--- src/sler_pkg.sv ---
// ----------------------------------------------------------------------------
// sler_pkg: shared types and constants for the serial line edit ring buffers
// Event codes, control characters and the sequencer state type.
// ----------------------------------------------------------------------------
`default_nettype none

package sler_pkg;

    // Event codes carried on the op port.
    typedef enum logic [1:0] {
        OP_RX_BYTE = 2'd0,
        OP_APP_WR  = 2'd1,
        OP_APP_RD  = 2'd2,
        OP_TX_SLOT = 2'd3
    } op_t;

    // Control characters used by the line editor.
    localparam logic [7:0] CH_CR  = 8'h0D;
    localparam logic [7:0] CH_LF  = 8'h0A;
    localparam logic [7:0] CH_BS  = 8'h08;
    localparam logic [7:0] CH_DEL = 8'h7F;
    localparam logic [7:0] CH_BEL = 8'h07;

    // Sequencer states.
    typedef enum logic {
        ST_IDLE,
        ST_FINISH
    } state_t;

endpackage

`default_nettype wire

--- src/serial_line_edit_ring_buffers_core.sv ---
// ----------------------------------------------------------------------------
// serial_line_edit_ring_buffers_core: receive and transmit rings with echo
// An event is taken when start is high and busy is low; its result is strobed
// by done in the cycle after the transfer cycle.
// No new event is taken in the finishing cycle, as busy is high with done;
// the single transmit memory write port may take two echo bytes per event.
// Reset clears the ring pointers and the sequencer; memory contents are left
// as they are. The receiver of results cannot stall the block.
// ----------------------------------------------------------------------------
`default_nettype none

module serial_line_edit_ring_buffers_core
    import sler_pkg::*;
#(
    parameter int RX_DEPTH = 64,
    parameter int TX_DEPTH = 64
)
(
    input  wire logic       clk,
    input  wire logic       rst_n,
    input  wire logic       start,
    output logic            busy,
    input  wire logic [1:0] op,
    input  wire logic [7:0] data,
    output logic            done,
    output logic [7:0]      read_data,
    output logic            read_valid,
    output logic [7:0]      send_data,
    output logic            send_valid,
    output logic            line_ready,
    output logic            send_dropped,
    output logic            send_pending
);

    localparam int RX_AW = $clog2(RX_DEPTH);
    localparam int TX_AW = $clog2(TX_DEPTH);
    localparam logic [RX_AW-1:0] RX_LAST = RX_AW'(RX_DEPTH - 1);
    localparam logic [TX_AW-1:0] TX_LAST = TX_AW'(TX_DEPTH - 1);

    // Ring storage, one synchronous memory per ring.
    logic [7:0] rx_mem [RX_DEPTH];
    logic [7:0] tx_mem [TX_DEPTH];
    logic [7:0] rx_rd_reg;
    logic [7:0] tx_rd_reg;

    // Control state.
    state_t             state_reg, state_next;
    logic [RX_AW-1:0]   rx_head_reg, rx_head_next;
    logic [RX_AW-1:0]   rx_tail_reg, rx_tail_next;
    logic [TX_AW-1:0]   tx_head_reg, tx_head_next;
    logic [TX_AW-1:0]   tx_tail_reg, tx_tail_next;

    // Per-event flags carried into the finishing cycle.
    logic       push2_reg, push2_next;
    logic [7:0] push2_byte_reg, push2_byte_next;
    logic       drop1_reg, drop1_next;
    logic       line_reg, line_next;
    logic       rv_reg, rv_next;
    logic       sv_reg, sv_next;

    // Decode and memory write controls.
    logic             accept;
    logic [7:0]       c_eff;
    logic             is_erase;
    logic             rx_empty, rx_full, tx_empty, tx_full;
    logic [RX_AW-1:0] rx_head_inc, rx_head_dec, rx_tail_inc;
    logic [TX_AW-1:0] tx_head_inc, tx_tail_inc;
    logic             push1;
    logic [7:0]       push1_byte;
    logic             rx_we;
    logic             tx_we;
    logic [7:0]       tx_wdata;
    logic             drop2;

    // Pointer arithmetic with wrap at the configured depth.
    assign rx_head_inc = (rx_head_reg == RX_LAST) ? '0 : rx_head_reg + 1'b1;
    assign rx_head_dec = (rx_head_reg == '0) ? RX_LAST : rx_head_reg - 1'b1;
    assign rx_tail_inc = (rx_tail_reg == RX_LAST) ? '0 : rx_tail_reg + 1'b1;
    assign tx_head_inc = (tx_head_reg == TX_LAST) ? '0 : tx_head_reg + 1'b1;
    assign tx_tail_inc = (tx_tail_reg == TX_LAST) ? '0 : tx_tail_reg + 1'b1;

    assign rx_empty = (rx_head_reg == rx_tail_reg);
    assign rx_full  = (rx_head_inc == rx_tail_reg);
    assign tx_empty = (tx_head_reg == tx_tail_reg);
    assign tx_full  = (tx_head_inc == tx_tail_reg);

    assign accept   = start && !busy;
    assign c_eff    = (data == CH_CR) ? CH_LF : data;
    assign is_erase = (c_eff == CH_BS) || (c_eff == CH_DEL);

    // Sequencer: next state and handshake outputs.
    always_comb
    begin
        state_next = state_reg;
        busy       = 1'b0;
        done       = 1'b0;
        case (state_reg)
            ST_IDLE:
            begin
                if (start)
                begin
                    state_next = ST_FINISH;
                end
            end
            ST_FINISH:
            begin
                busy       = 1'b1;
                done       = 1'b1;
                state_next = ST_IDLE;
            end
            default:
            begin
                state_next = ST_IDLE;
            end
        endcase
    end

    // Event decode in the transfer cycle, second echo byte in the finishing cycle.
    always_comb
    begin
        rx_head_next    = rx_head_reg;
        rx_tail_next    = rx_tail_reg;
        tx_head_next    = tx_head_reg;
        tx_tail_next    = tx_tail_reg;
        push2_next      = push2_reg;
        push2_byte_next = push2_byte_reg;
        drop1_next      = drop1_reg;
        line_next       = line_reg;
        rv_next         = rv_reg;
        sv_next         = sv_reg;
        push1           = 1'b0;
        push1_byte      = data;
        rx_we           = 1'b0;
        tx_we           = 1'b0;
        tx_wdata        = push1_byte;
        drop2           = 1'b0;

        if (accept)
        begin
            push2_next      = 1'b0;
            push2_byte_next = data;
            line_next       = 1'b0;
            rv_next         = 1'b0;
            sv_next         = 1'b0;
            case (op)
                OP_RX_BYTE:
                begin
                    push1 = 1'b1;
                    if (is_erase)
                    begin
                        push1_byte = rx_empty ? CH_BEL : c_eff;
                        if (!rx_empty)
                        begin
                            rx_head_next = rx_head_dec;
                        end
                    end
                    else if (rx_full)
                    begin
                        push1_byte = CH_BEL;
                    end
                    else
                    begin
                        push1_byte      = c_eff;
                        rx_we           = 1'b1;
                        rx_head_next    = rx_head_inc;
                        push2_next      = (c_eff == CH_LF);
                        push2_byte_next = CH_CR;
                        line_next       = (c_eff == CH_LF);
                    end
                end
                OP_APP_WR:
                begin
                    // Carriage return goes out ahead of a newline.
                    push1           = 1'b1;
                    push1_byte      = (data == CH_LF) ? CH_CR : data;
                    push2_next      = (data == CH_LF);
                    push2_byte_next = data;
                end
                OP_APP_RD:
                begin
                    if (!rx_empty)
                    begin
                        rv_next      = 1'b1;
                        rx_tail_next = rx_tail_inc;
                    end
                end
                OP_TX_SLOT:
                begin
                    if (!tx_empty)
                    begin
                        sv_next      = 1'b1;
                        tx_tail_next = tx_tail_inc;
                    end
                end
                default:
                begin
                    push1 = 1'b0;
                end
            endcase

            // First transmit push.
            drop1_next = push1 && tx_full;
            if (push1 && !tx_full)
            begin
                tx_we        = 1'b1;
                tx_wdata     = push1_byte;
                tx_head_next = tx_head_inc;
            end
        end
        else if (state_reg == ST_FINISH && push2_reg)
        begin
            // Second transmit push, against the pointers left by the first.
            drop2 = tx_full;
            if (!tx_full)
            begin
                tx_we        = 1'b1;
                tx_wdata     = push2_byte_reg;
                tx_head_next = tx_head_inc;
            end
        end
    end

    // Control registers.
    always_ff @(posedge clk or negedge rst_n)
    begin
        if (!rst_n)
        begin
            state_reg   <= ST_IDLE;
            rx_head_reg <= '0;
            rx_tail_reg <= '0;
            tx_head_reg <= '0;
            tx_tail_reg <= '0;
            push2_reg   <= 1'b0;
            drop1_reg   <= 1'b0;
            line_reg    <= 1'b0;
            rv_reg      <= 1'b0;
            sv_reg      <= 1'b0;
        end
        else
        begin
            state_reg   <= state_next;
            rx_head_reg <= rx_head_next;
            rx_tail_reg <= rx_tail_next;
            tx_head_reg <= tx_head_next;
            tx_tail_reg <= tx_tail_next;
            push2_reg   <= push2_next;
            drop1_reg   <= drop1_next;
            line_reg    <= line_next;
            rv_reg      <= rv_next;
            sv_reg      <= sv_next;
        end
    end

    // Payload register for the second echo byte.
    always_ff @(posedge clk)
    begin
        push2_byte_reg <= push2_byte_next;
    end

    // Receive memory: write at head, read at tail every cycle.
    always_ff @(posedge clk)
    begin
        if (rx_we)
        begin
            rx_mem[rx_head_reg] <= c_eff;
        end
        rx_rd_reg <= rx_mem[rx_tail_reg];
    end

    // Transmit memory: write at head, read at tail every cycle.
    always_ff @(posedge clk)
    begin
        if (tx_we)
        begin
            tx_mem[tx_head_reg] <= tx_wdata;
        end
        tx_rd_reg <= tx_mem[tx_tail_reg];
    end

    // Result fields, valid while done is high.
    assign read_data    = rv_reg ? rx_rd_reg : 8'h00;
    assign read_valid   = rv_reg;
    assign send_data    = sv_reg ? tx_rd_reg : 8'h00;
    assign send_valid   = sv_reg;
    assign line_ready   = line_reg;
    assign send_dropped = drop1_reg || drop2;
    assign send_pending = (tx_head_next != tx_tail_reg);

endmodule

`default_nettype wire
--- config.mk ---
export PLATFORM = sky130hd
export DESIGN_NAME = serial_line_edit_ring_buffers_core
export DESIGN_NICKNAME = d
export VERILOG_FILES = /design/src/sler_pkg.sv /design/src/serial_line_edit_ring_buffers_core.sv
export SDC_FILE = /design/constraint.sdc
export NUM_CORES = 1
export LEC_CHECK = 0
export BUFFER_PORTS_ARGS = -buffer_cell sky130_fd_sc_hd__clkbuf_2
export CAP_MARGIN = 20
export CORE_MARGIN = 4
export CORE_UTILIZATION = 40
export CTS_CLUSTER_SIZE = 24
export DETAILED_ROUTE_END_ITERATION = 12
export GPL_TIMING_DRIVEN = 0
export PLACE_DENSITY = 0.6
export SLEW_MARGIN = 15
export SYNTH_ARGS = -nofsm -noshare
export SYNTH_HDL_FRONTEND = slang
export SYNTH_SLANG_ARGS = --single-unit
--- constraint.sdc ---
create_clock -name clk -period 3 [get_ports clk]
set_input_delay 0.6 -clock clk [delete_from_list [all_inputs] [get_ports clk]]
set_output_delay 0.6 -clock clk [all_outputs]
set_load 0.1 [all_outputs]
Word-level counts from Yosys, hierarchy flattened
Memories as Yosys holds them, arrays and structs flattened. A register that Yosys moved wholly into a read port is not among the register bits.
Index checks and enable logic that the tools add are counted.
{"block": "word_totals", "regBits": 38, "ram_bits": 1024, "inputBits": 13, "word_cells": 108, "mem_count": 2}
{"memory": "rx_mem", "words": 64, "word_bits": 8, "read_ports": 1, "rd_clocked_by_memory_dff": 1, "write_ports": 1, "line": "serial_line_edit_ring_buffers_core.sv:41", "text": "logic [7:0] rx_mem [RX_DEPTH];"}
{"memory": "tx_mem", "words": 64, "word_bits": 8, "read_ports": 1, "rd_clocked_by_memory_dff": 1, "write_ports": 1, "line": "serial_line_edit_ring_buffers_core.sv:42", "text": "logic [7:0] tx_mem [TX_DEPTH];"}
{"block": "op_classes", "addsub": 5, "n_eq_ne": 19, "n_mux": 54, "bitwise_logic": 3, "n_reduce_logical": 14}
{"operator": "two-way mux 8 bit", "n": 14}
{"operator": "two-way mux 6 bit", "n": 12}
{"operator": "equality test 8 x 4 -> 1 bit, second input constant", "n": 4}
{"operator": "two-way mux 1 bit", "n": 25}
{"operator": "adder 6 x 1 -> 6 bit, second input constant", "n": 4}
{"operator": "equality test 6 bit", "n": 4}
{"operator": "equality test 6 bit, second input constant", "n": 4}
{"operator": "case mux 8 bit (2 select lines)", "n": 1}
{"operator": "equality test 8 x 7 -> 1 bit, second input constant", "n": 1}
{"operator": "logical NOT 6 bit", "n": 1}
{"operator": "inequality test 6 bit", "n": 1}
{"operator": "AND reduction 3 bit", "n": 2}
{"operator": "subtractor 6 x 1 -> 6 bit, second input constant", "n": 1}
{"operator": "equality test 2 bit, second input constant", "n": 2}
{"operator": "logical AND 1 bit", "n": 4}
{"operator": "inequality test 2 bit, second input constant", "n": 2}
{"operator": "case mux 1 bit (2 select lines)", "n": 2}
{"operator": "AND reduction 4 bit", "n": 1}
{"operator": "inverter 1 bit", "n": 3}
{"operator": "equality test 2 x 1 -> 1 bit, second input constant", "n": 1}
{"operator": "logical NOT 1 bit", "n": 2}
{"operator": "logical NOT 2 bit", "n": 1}
{"operator": "logical OR 1 bit", "n": 2}
{"operator": "OR reduction 2 bit", "n": 1}

Longest topological paths before layout
Gate-level depths: netlist of run 1.
{"block": "logic_depth", "word_depth": 9, "ltp_mapped": 11, "ltp_nobuf": 9}

Worst setup path after synthesis of run 1
Ideal clock, no wire load.
{"block": "synth_path", "path_kind": "input -> register", "from": "in data[7]", "to": "mem tx_mem[0][3] (data pin)", "setup_ns": 0.366, "arrival_ns": 3.273, "required_ns": 2.634, "setup_slack_ns": -0.639, "path_stages": 8, "cell_sequence": "nand2b_1 nor4_2 nor2b_1 a21oi_2 or2_2 clkbuf_1 a31oi_1 a22o_1"}
{"block": "synth_between", "elab_chain_cells": 8, "elab_cells_between_ends": 13, "classes_between": "4 x eq/ne; 8 x mux; 1 x reduce/logical"}
{"item": "start: declaration", "line": "serial_line_edit_ring_buffers_core.sv:24", "text": "input wire logic [7:0] data,"}
{"item": "equality test 8 x 4 -> 1 bit", "line": "serial_line_edit_ring_buffers_core.sv:88", "text": "assign c_eff = (data == CH_CR) ? CH_LF : data;"}
{"item": "two-way mux 8 bit", "line": "serial_line_edit_ring_buffers_core.sv:88"}
{"item": "equality test 8 x 4 -> 1 bit / equality test 8 x 7 -> 1 bit (equally long branches)", "line": "serial_line_edit_ring_buffers_core.sv:89", "text": "assign is_erase = (c_eff == CH_BS) || (c_eff == CH_DEL);"}
{"item": "logical OR 1 bit", "line": "serial_line_edit_ring_buffers_core.sv:89"}
{"item": "two-way mux 8 bit", "line": "serial_line_edit_ring_buffers_core.sv:149", "text": "if (is_erase)"}
{"item": "case mux 8 bit (2 select lines) (*)", "line": "serial_line_edit_ring_buffers_core.sv:145", "text": "case (op)"}
{"item": "two-way mux 8 bit (*)", "line": "serial_line_edit_ring_buffers_core.sv:203", "text": "if (push1 && !tx_full)"}
{"item": "two-way mux 8 bit (*)", "line": "serial_line_edit_ring_buffers_core.sv:138", "text": "if (accept)"}
{"item": "via tx_wdata[3]", "line": "serial_line_edit_ring_buffers_core.sv:72", "text": "logic [7:0] tx_wdata;"}
{"item": "end: declaration", "line": "serial_line_edit_ring_buffers_core.sv:42"}
Mark *: on every way through the listed nets, which the timed path passes. The rest lies on a longest branch.

Worst setup path in the final report of run 1
{"block": "layout_path", "from": "reg tx_head_reg[0]", "to": "out send_pending"}
{"block": "layout_between", "elab_chain_cells": 8, "elab_cells_between_ends": 11, "classes_between": "1 x add/sub; 3 x eq/ne; 5 x mux; 2 x reduce/logical"}
{"item": "start: declaration", "line": "serial_line_edit_ring_buffers_core.sv:50", "text": "logic [TX_AW-1:0] tx_head_reg, tx_head_next;"}
{"item": "start signal: assignment", "line": "serial_line_edit_ring_buffers_core.sv:244", "text": "tx_head_reg <= tx_head_next;"}
{"item": "adder 6 x 1 -> 6 bit / equality test 6 bit (equally long branches)", "line": "serial_line_edit_ring_buffers_core.sv:79", "text": "assign tx_head_inc = (tx_head_reg == TX_LAST) ? '0 : tx_head_reg + 1'b1;"}
{"item": "two-way mux 6 bit", "line": "serial_line_edit_ring_buffers_core.sv:79"}
{"item": "equality test 6 bit", "line": "serial_line_edit_ring_buffers_core.sv:85", "text": "assign tx_full = (tx_head_inc == tx_tail_reg);"}
{"item": "logical NOT 1 bit"}
{"item": "logical AND 1 bit", "line": "serial_line_edit_ring_buffers_core.sv:203"}
{"item": "two-way mux 6 bit", "line": "serial_line_edit_ring_buffers_core.sv:203"}
{"item": "two-way mux 6 bit (*)", "line": "serial_line_edit_ring_buffers_core.sv:138"}
{"item": "inequality test 6 bit (*)", "line": "serial_line_edit_ring_buffers_core.sv:287", "text": "assign send_pending = (tx_head_next != tx_tail_reg);"}
{"item": "end: declaration", "line": "serial_line_edit_ring_buffers_core.sv:32", "text": "output logic send_pending"}
Every way passes the cells marked *; elsewhere a longest branch is shown, timed or not.

==> results.yml, run 1 <==
floorplan:
  rows: 119
  die_w_um: 334.9
  pin_count: 36
  initial_core_util_pct: 40.43
  core_sq_um: 105700
  die_y_um: 334.9
  die_area_sq_um: 112100
pwr:
  peakVddDrop_uv: 579.3
  seq_power_share_pct: 40.4
  p_clk_share_pct: 31.6
  power.leakage_nw: 16.30
  powerDensity_nw_per_um2: 821.0
  p_switching_mw: 12.90
  power_mw: 42.79
  pwr-share-comb_pct: 28.0
  p_int_mw: 29.89
  power_switching_share_pct: 30.15
yosys:
  netlist_area_sq_um: 42740
  ys_seq_area_share_pct: 75.01
  synth_cell_types: 73
  synth_mux_area_share_pct: 17.98
  ys_seq_elements: 1078
  synthAdderAreaFrac_pct: 0.1756
  synth_top_area_cell: "edfxtp_1"
  synth_compound_area_share_pct: 1.572
  netlist_top_cells_area: "edfxtp_1 (73%), mux4_2 (17%), dfrtp_1 (1.8%)"
  synth_top_cell_area_share_pct: 72.50
  synth_edf_count: 1032
  synth_nets: 2006
  synth_xor_area_share_pct: 0.5620
  yosys_warnings: 0
  synth-main-ff-cell: "edfxtp_1"
  avgSynthCellArea_sq_um: 21.51
  synth_top_family_by_area: "multiplexers"
  synth_cells: 1987
  synth-simple-area-share_pct: 3.448
  async_flop_share_pct: 2.783
cells_and_area:
  nets: 2292
  drive_gt1_share_pct: 40.43
  nFillCells: 8380
  top_regs: "rx_mem: 512 flops, tx_mem: 512 flops"
  finalCoreUtilization_pct: 49.30
  mostFrequentLayoutCell: "edfxtp_1"
  area_delta_synth_final_pct: 21.93
  mostFrequentLayoutCells: "edfxtp_1 (1,032), mux4_2 (328), nor2_4 (120), clkbuf_16 (111), buf_4 (54)"
setup_path:
  cp.arrival_ns: 3.45
  crit_fanout: 8
  endpoint_kind: "primary output"
  cpMaxStageDelayCell: "dfrtp_1"
  worst-path-buf-inv: 2
  start_kind: "flip-flop"
  critPathTopFamily: "compound AO/OA/AOI/OAI gates"
  worst-setup-path-type: "reg2out"
  path_cells: "ha_4 -> and2_4 -> o21a_1 -> a2111oi_4 -> o211ai_4 -> and2_4 -> buf_6 -> a211oi_2 -> nor2_1 -> or3_4 -> clkbuf_16"
  max_stage_delay_ns: 0.41
  worst_path_most_repeated_cell: "and2_4"
  cp.required_ns: 2.40
timing:
  setup_viol: 412
  final_max_slew_viol_count: 0
  rsz0062_at_grt: "true"
  finalCritPeriodShare_pct: 135.0
  fmax_mhz: 246.8
  hold_viol_final: 0
  worst_slew_pin_slew_ns: 1.022
  relSlewSlack_pct: 31.87
  min_period_ns: 4.051
  fin_ws_ns: -1.051
  holdWs_ns: 0.04276
  skew_ns: 0.03311
routing:
  vias_per_cell: 5.912
  dr.pass1.iters: 6
  drc: 0
  postRouteAntennaNets: 0
  wire_per_inst_um: 31.16
  drt_iter0_drc: 2754
  drt_wl_total_um: 117000
  via_count: 22192
clock_network:
  clock_sinks: 1078
  cts_max_level: 3
  clkLatencyLatePin_ns: 0.69
  clk_path_buf_depth: 3
  cts_tree: "built"
  cts-root-buf: "clkbuf_16"
  cts.clk_slew.worst_paths_ns: 0.06
  cts_made_buffers: 106
run:
  drv_cap: 0
run_status:
  failed_checks: "setup timing"
  status: "finished, violations left"
placed_design:
  gp_routability_congestion: 0.8292
  hpwl_um: 64740
  place_ws_ns: -1.745
  portBuffers: 32
global_route:
  grt_usage_pct: 19.11
  gr-total-overflow: 0
  grt_pass1_vias: 21841
  grt_first_pass_wirelength_um: 155700
  grt_antenna_before_repair: 11
  grt_max_degree: 65
min_path:
  hold_path_class: "in2async"
[worst reg2reg max path, stage by stage (launching register included)]
cell and delay, ns:
dfrtp_2 0.42, buf_8 0.12, clkinvlp_4 0.10, ha_4 0.27, xor2_2 0.18, nor3_2 0.24
nand3_2 0.14, o31ai_4 0.33, buf_12 0.15, buf_12 0.11, a21oi_2 0.06, o21ai_4 0.27
buf_6 0.15, buf_6 0.12, o221a_4 0.19, buf_12 0.15
[metal layers]
| metal | track usage [%] | up-vias | share of wire [%] |
|---|---|---|---|
| li1 | - | 9059 | - |
| met1 | 25.20 | 11810 | 38 |
| met2 | 33.11 | 1035 | 51 |
| met3 | 2.890 | 284 | 7.3 |
| met4 | 5.720 | 4 | 4.3 |
| met5 | 0 | - | 0.021 |
[area by class of cell]
cell class | count | area, sq um | area share [%]
Antenna cell | 1 | 2.502 | 0.004801
Buffer | 111 | 696.9 | 1.337
Clock buffer | 121 | 2781 | 5.337
Clock inverter | 76 | 752.0 | 1.443
Inverter | 10 | 52.55 | 0.1008
Multi-Input combinational cell | 822 | 12270 | 23.55
Sequential cell | 1078 | 32060 | 61.52
Tap cell | 1391 | 1740 | 3.339
Timing Repair Buffer | 144 | 1754 | 3.366
[cell families (layout without fill, tap and decap cells)]
| logic type | after synthesis | after routing |
|---|---|---|
| other | 0 | 1 |
| muxes | 344 | 344 |
| buffers and inverters | 126 | 462 |
| DFF | 1078 | 1078 |
| xor gates and xnor gates | 25 | 25 |
| AOI/OAI and AO/OA | 93 | 131 |
| and+or+nand+nor | 315 | 316 |
| adders and majority gates | 6 | 6 |
[timing repair]
action | in CTS | in global routing
hold buffers | 0 | 0
setup endpoints to repair | 1558 | 1517
pin swaps | 25 | 74
cloned | 10 | 31
setup buffers | 49 | 53
resized for setup | 362 | 148
[per-stage QoR]
stage          cells  instance area, sq um  setup TNS (ns)
4_1_cts         3669                 50470         -179.25
3_3_place_gp    3410                 44740        -1792.27
6_report        3754                 52120          -29.81
5_1_grt         3753                 52120          -69.75
2_1_floorplan   1987                 42840          -18.77
3_5_place_dp    3418                 44970        -1668.65
[final timing paths]
| kind | start | end | slack, ns | depth (start not counted) |
|---|---|---|---|---|
| max | tx_head_reg[0]$_DFF_PN0_ | send_pending | -1.05 | 11 |
| min | rst_n | rx_tail_reg[5]$_DFFE_PN0P_ | 0.04 | 1 |
| max reg2reg | rx_head_reg[1]$_DFFE_PN0P_ | tx_mem[60][1]$_DFFE_PP_ | -0.18 | 15 |
| min reg2reg | drop1_reg$_DFFE_PN0P_ | drop1_reg$_DFFE_PN0P_ | 0.48 | 2 |
| max in group asynchronous | rst_n | rx_head_reg[1]$_DFFE_PN0P_ | 2.31 | 1 |
| min in group clk | op[1] | rx_head_reg[4]$_DFFE_PN0P_ | 0.44 | 4 |
[power groups by stage]
stage / Clock, mW / Sequential [mW] / Combinational, mW
floorplan: 0 / 17.4 / 6.96
global placement: 0 / 17.5 / 10.2
detailed placement: 0 / 17.5 / 10.4
CTS: 13.7 / 17.3 / 11.4
global route: 14.3 / 17.3 / 12.5
finish: 13.5 / 17.3 / 12.0
[Yosys cell counts (all sizes together) (6+ instances only)]
cell type,number
o21ai,21
xor2,9
or3,7
a22o,8
nand4,10
a21oi,21
edfxtp,1032
o31ai,6
clkbuf,62
dfxtp,16
xnor2,15
a31oi,6
nor2,144
and2,25
buf,54
dfrtp,30
nand2,62
nand3,22
nand2b,6
ha,6
and3,8
inv,9
mux4,336
nor3,7
Power figures use the tool's default switching activity.
==> run 2: changes to the inputs <==
==> constraint.sdc (replaced) <==
create_clock -name clk -period 3 [get_ports clk]
set_input_delay 0.6 -clock clk [delete_from_list [all_inputs] [get_ports clk]]
set_output_delay 0.6 -clock clk [all_outputs]
set_load 0.005 [all_outputs]
==> run 2 against run 1 <==
Die area unchanged. Sequential cell count is the same. Final cell count about the same. Combinational power is 4% lower. Highest routed layer is now met4. The flow still finishes with violations (setup timing). Clock power decreased by 4%. Utilization fell by 0.22 points.
==> results.yml, run 2 (same netlist as run 1, synthesis figures left out) <==
clock_network:
  clkLatencyLatePin_ns: 0.68
  clock_sinks: 1078
  cts-root-buf: "clkbuf_16"
  cts_made_buffers: 105
  cts_tree: "built"
  clk_path_buf_depth: 3
  cts.clk_slew.worst_paths_ns: 0.06
  cts_max_level: 3
  hold_buffers: 0
cells_and_area:
  fin_cells: 3752
  top_regs: "rx_mem: 512 flops, tx_mem: 512 flops"
  mostFrequentLayoutCell: "edfxtp_1"
  nets: 2291
  final_cell_area_sq_um: 51890
  drive_gt1_share_pct: 40.10
  area_delta_synth_final_pct: 21.40
  mostFrequentLayoutCells: "edfxtp_1 (1,032), mux4_2 (328), nor2_4 (116), clkbuf_16 (108), buf_4 (58)"
setup_path:
  start_kind: "flip-flop"
  worst-setup-path-type: "reg2out"
  cp.arrival_ns: 3.35
  endpoint_kind: "primary output"
  cp.required_ns: 2.40
  crit_fanout: 5
routing:
  vias_per_cell: 5.985
  drt_iter0_drc: 2749
  drc: 0
  dr.pass1.iters: 5
  postRouteAntennaNets: 0
  drt_wl_total_um: 116300
  via_count: 22457
  wire_per_inst_um: 31.00
timing:
  finalCritPeriodShare_pct: 131.6
  min_period_ns: 3.948
  fin_ws_ns: -0.9480
  hold_viol_final: 0
  rsz0062_at_grt: "true"
  skew_ns: 0.03532
  setup_viol: 53
  relSlewSlack_pct: 31.41
  worst_slew_pin_slew_ns: 1.026
  final_max_slew_viol_count: 0
  fmax_mhz: 253.3
placed_design:
  hpwl_um: 64020
  postPlaceCellArea_sq_um: 44940
  placed_cells: 3417
  portBuffers: 32
  gp_routability_congestion: 0.8404
global_route:
  grt_max_degree: 66
  grt_pass1_vias: 22340
  gr-total-overflow: 0
  grt_first_pass_wirelength_um: 162200
  grt_antenna_before_repair: 2
  grt_usage_pct: 20.06
run:
  drv_cap: 0
floorplan:
  die_area_sq_um: 112100
  die_y_um: 334.9
  die_w_um: 334.9
  core_sq_um: 105700
  pin_count: 36
  initial_core_util_pct: 40.43
  rows: 119
run_status:
  failed_checks: "setup timing"
  status: "finished, violations left"
pwr:
  peakVddDrop_uv: 648.0
  power.leakage_nw: 16.19
  powerDensity_nw_per_um2: 804.0
min_path:
  hold_path_class: "in2async"
## run 2: cell count changes in the layout (fill, tap and decap cells not counted), sizes merged, moves of 2 or more
cell,previous run,this run
clkbuf,214,221
clkdlybuf4s15,7,2
bufinv,13,10
buf,154,156
inv,14,12
## run 2: through the flow
step | setup slack, ns | total power, mW | TNS (ns) | utilization [%] | hold slack (ns)
after floorplan | -0.2792 | 24.01 | -46.69 | - | 0.3044
after global placement | -2.856 | 27.36 | -2078.54 | 42.29 | 0.4573
after detailed placement | -1.780 | 27.53 | -1764.66 | 42.51 | 0.4860
after CTS | -0.9800 | 41.52 | -41.56 | 48.07 | 0.01727
after global routing | -1.027 | 43.09 | -12.35 | 49.08 | 0.08346
final | -0.9480 | 41.72 | -3.955 | 49.09 | 0.03200
## run 2: layer usage
layer | GRT usage (%) | wire length [um] | vias up
met2 | 33.84 | 58020 | 1115
met1 | 26.32 | 43870 | 12015
met5 | 0 | 0 | -
met4 | 6.934 | 5323 | 0
met3 | 3.826 | 9115 | 293
li1 | - | - | 9034
## run 2: final cells by class
type / instances / area, sq um
well taps: 1391 / 1740
plain buffers: 112 / 705.7
inverters: 10 / 50.05
flip-flops and latches: 1078 / 32060
multi-input cells: 820 / 12190
clock buffers: 124 / 2761
repair buffers: 145 / 1760
clock inverters: 70 / 613.1
diodes: 2 / 5.005
fillers: 8376 / 53820
## run 2: path summary, 6_finish.rpt
path / startpoint / end / slack, ns / cells past startpoint
setup / recovery: tx_head_reg[0]$_DFF_PN0_ / send_pending / -0.95 / 10
hold / removal: rst_n / tx_tail_reg[0]$_DFFE_PN0P_ / 0.03 / 1
setup reg to reg: tx_head_reg[1]$_DFF_PN0_ / tx_mem[57][4]$_DFFE_PP_ / -0.15 / 9
hold reg to reg: drop1_reg$_DFFE_PN0P_ / drop1_reg$_DFFE_PN0P_ / 0.50 / 2
max in group asynchronous: rst_n / rx_head_reg[1]$_DFFE_PN0P_ / 2.33 / 1
min in group clk: op[1] / rx_head_reg[4]$_DFFE_PN0P_ / 0.43 / 4
## run 2: what timing repair did
action | in CTS | in global routing
gates cloned | 23 | 16
gates resized for setup | 398 | 108
setup endpoints to repair | 1559 | 1528
setup buffers | 68 | 37
pin swaps | 43 | 43
## run 2: power by group
group          internal [mW]  leakage, nW  switching (mW)  total (mW)
combinational           5.00         4.77            6.47        11.5
clock                   7.43         1.64            5.57        13.0
sequential              17.0         9.78           0.287        17.3
## run 2: critical path, stage by stage (launching register included)
cell and delay, ns:
dfrtp_1 0.42, ha_4 0.26, or2_1 0.22, and2_4 0.15, a2111oi_4 0.39, o211ai_4 0.16, and2_4 0.18, mux2_4 0.30
xor2_1 0.13, or3_1 0.32, clkbuf_2 0.12
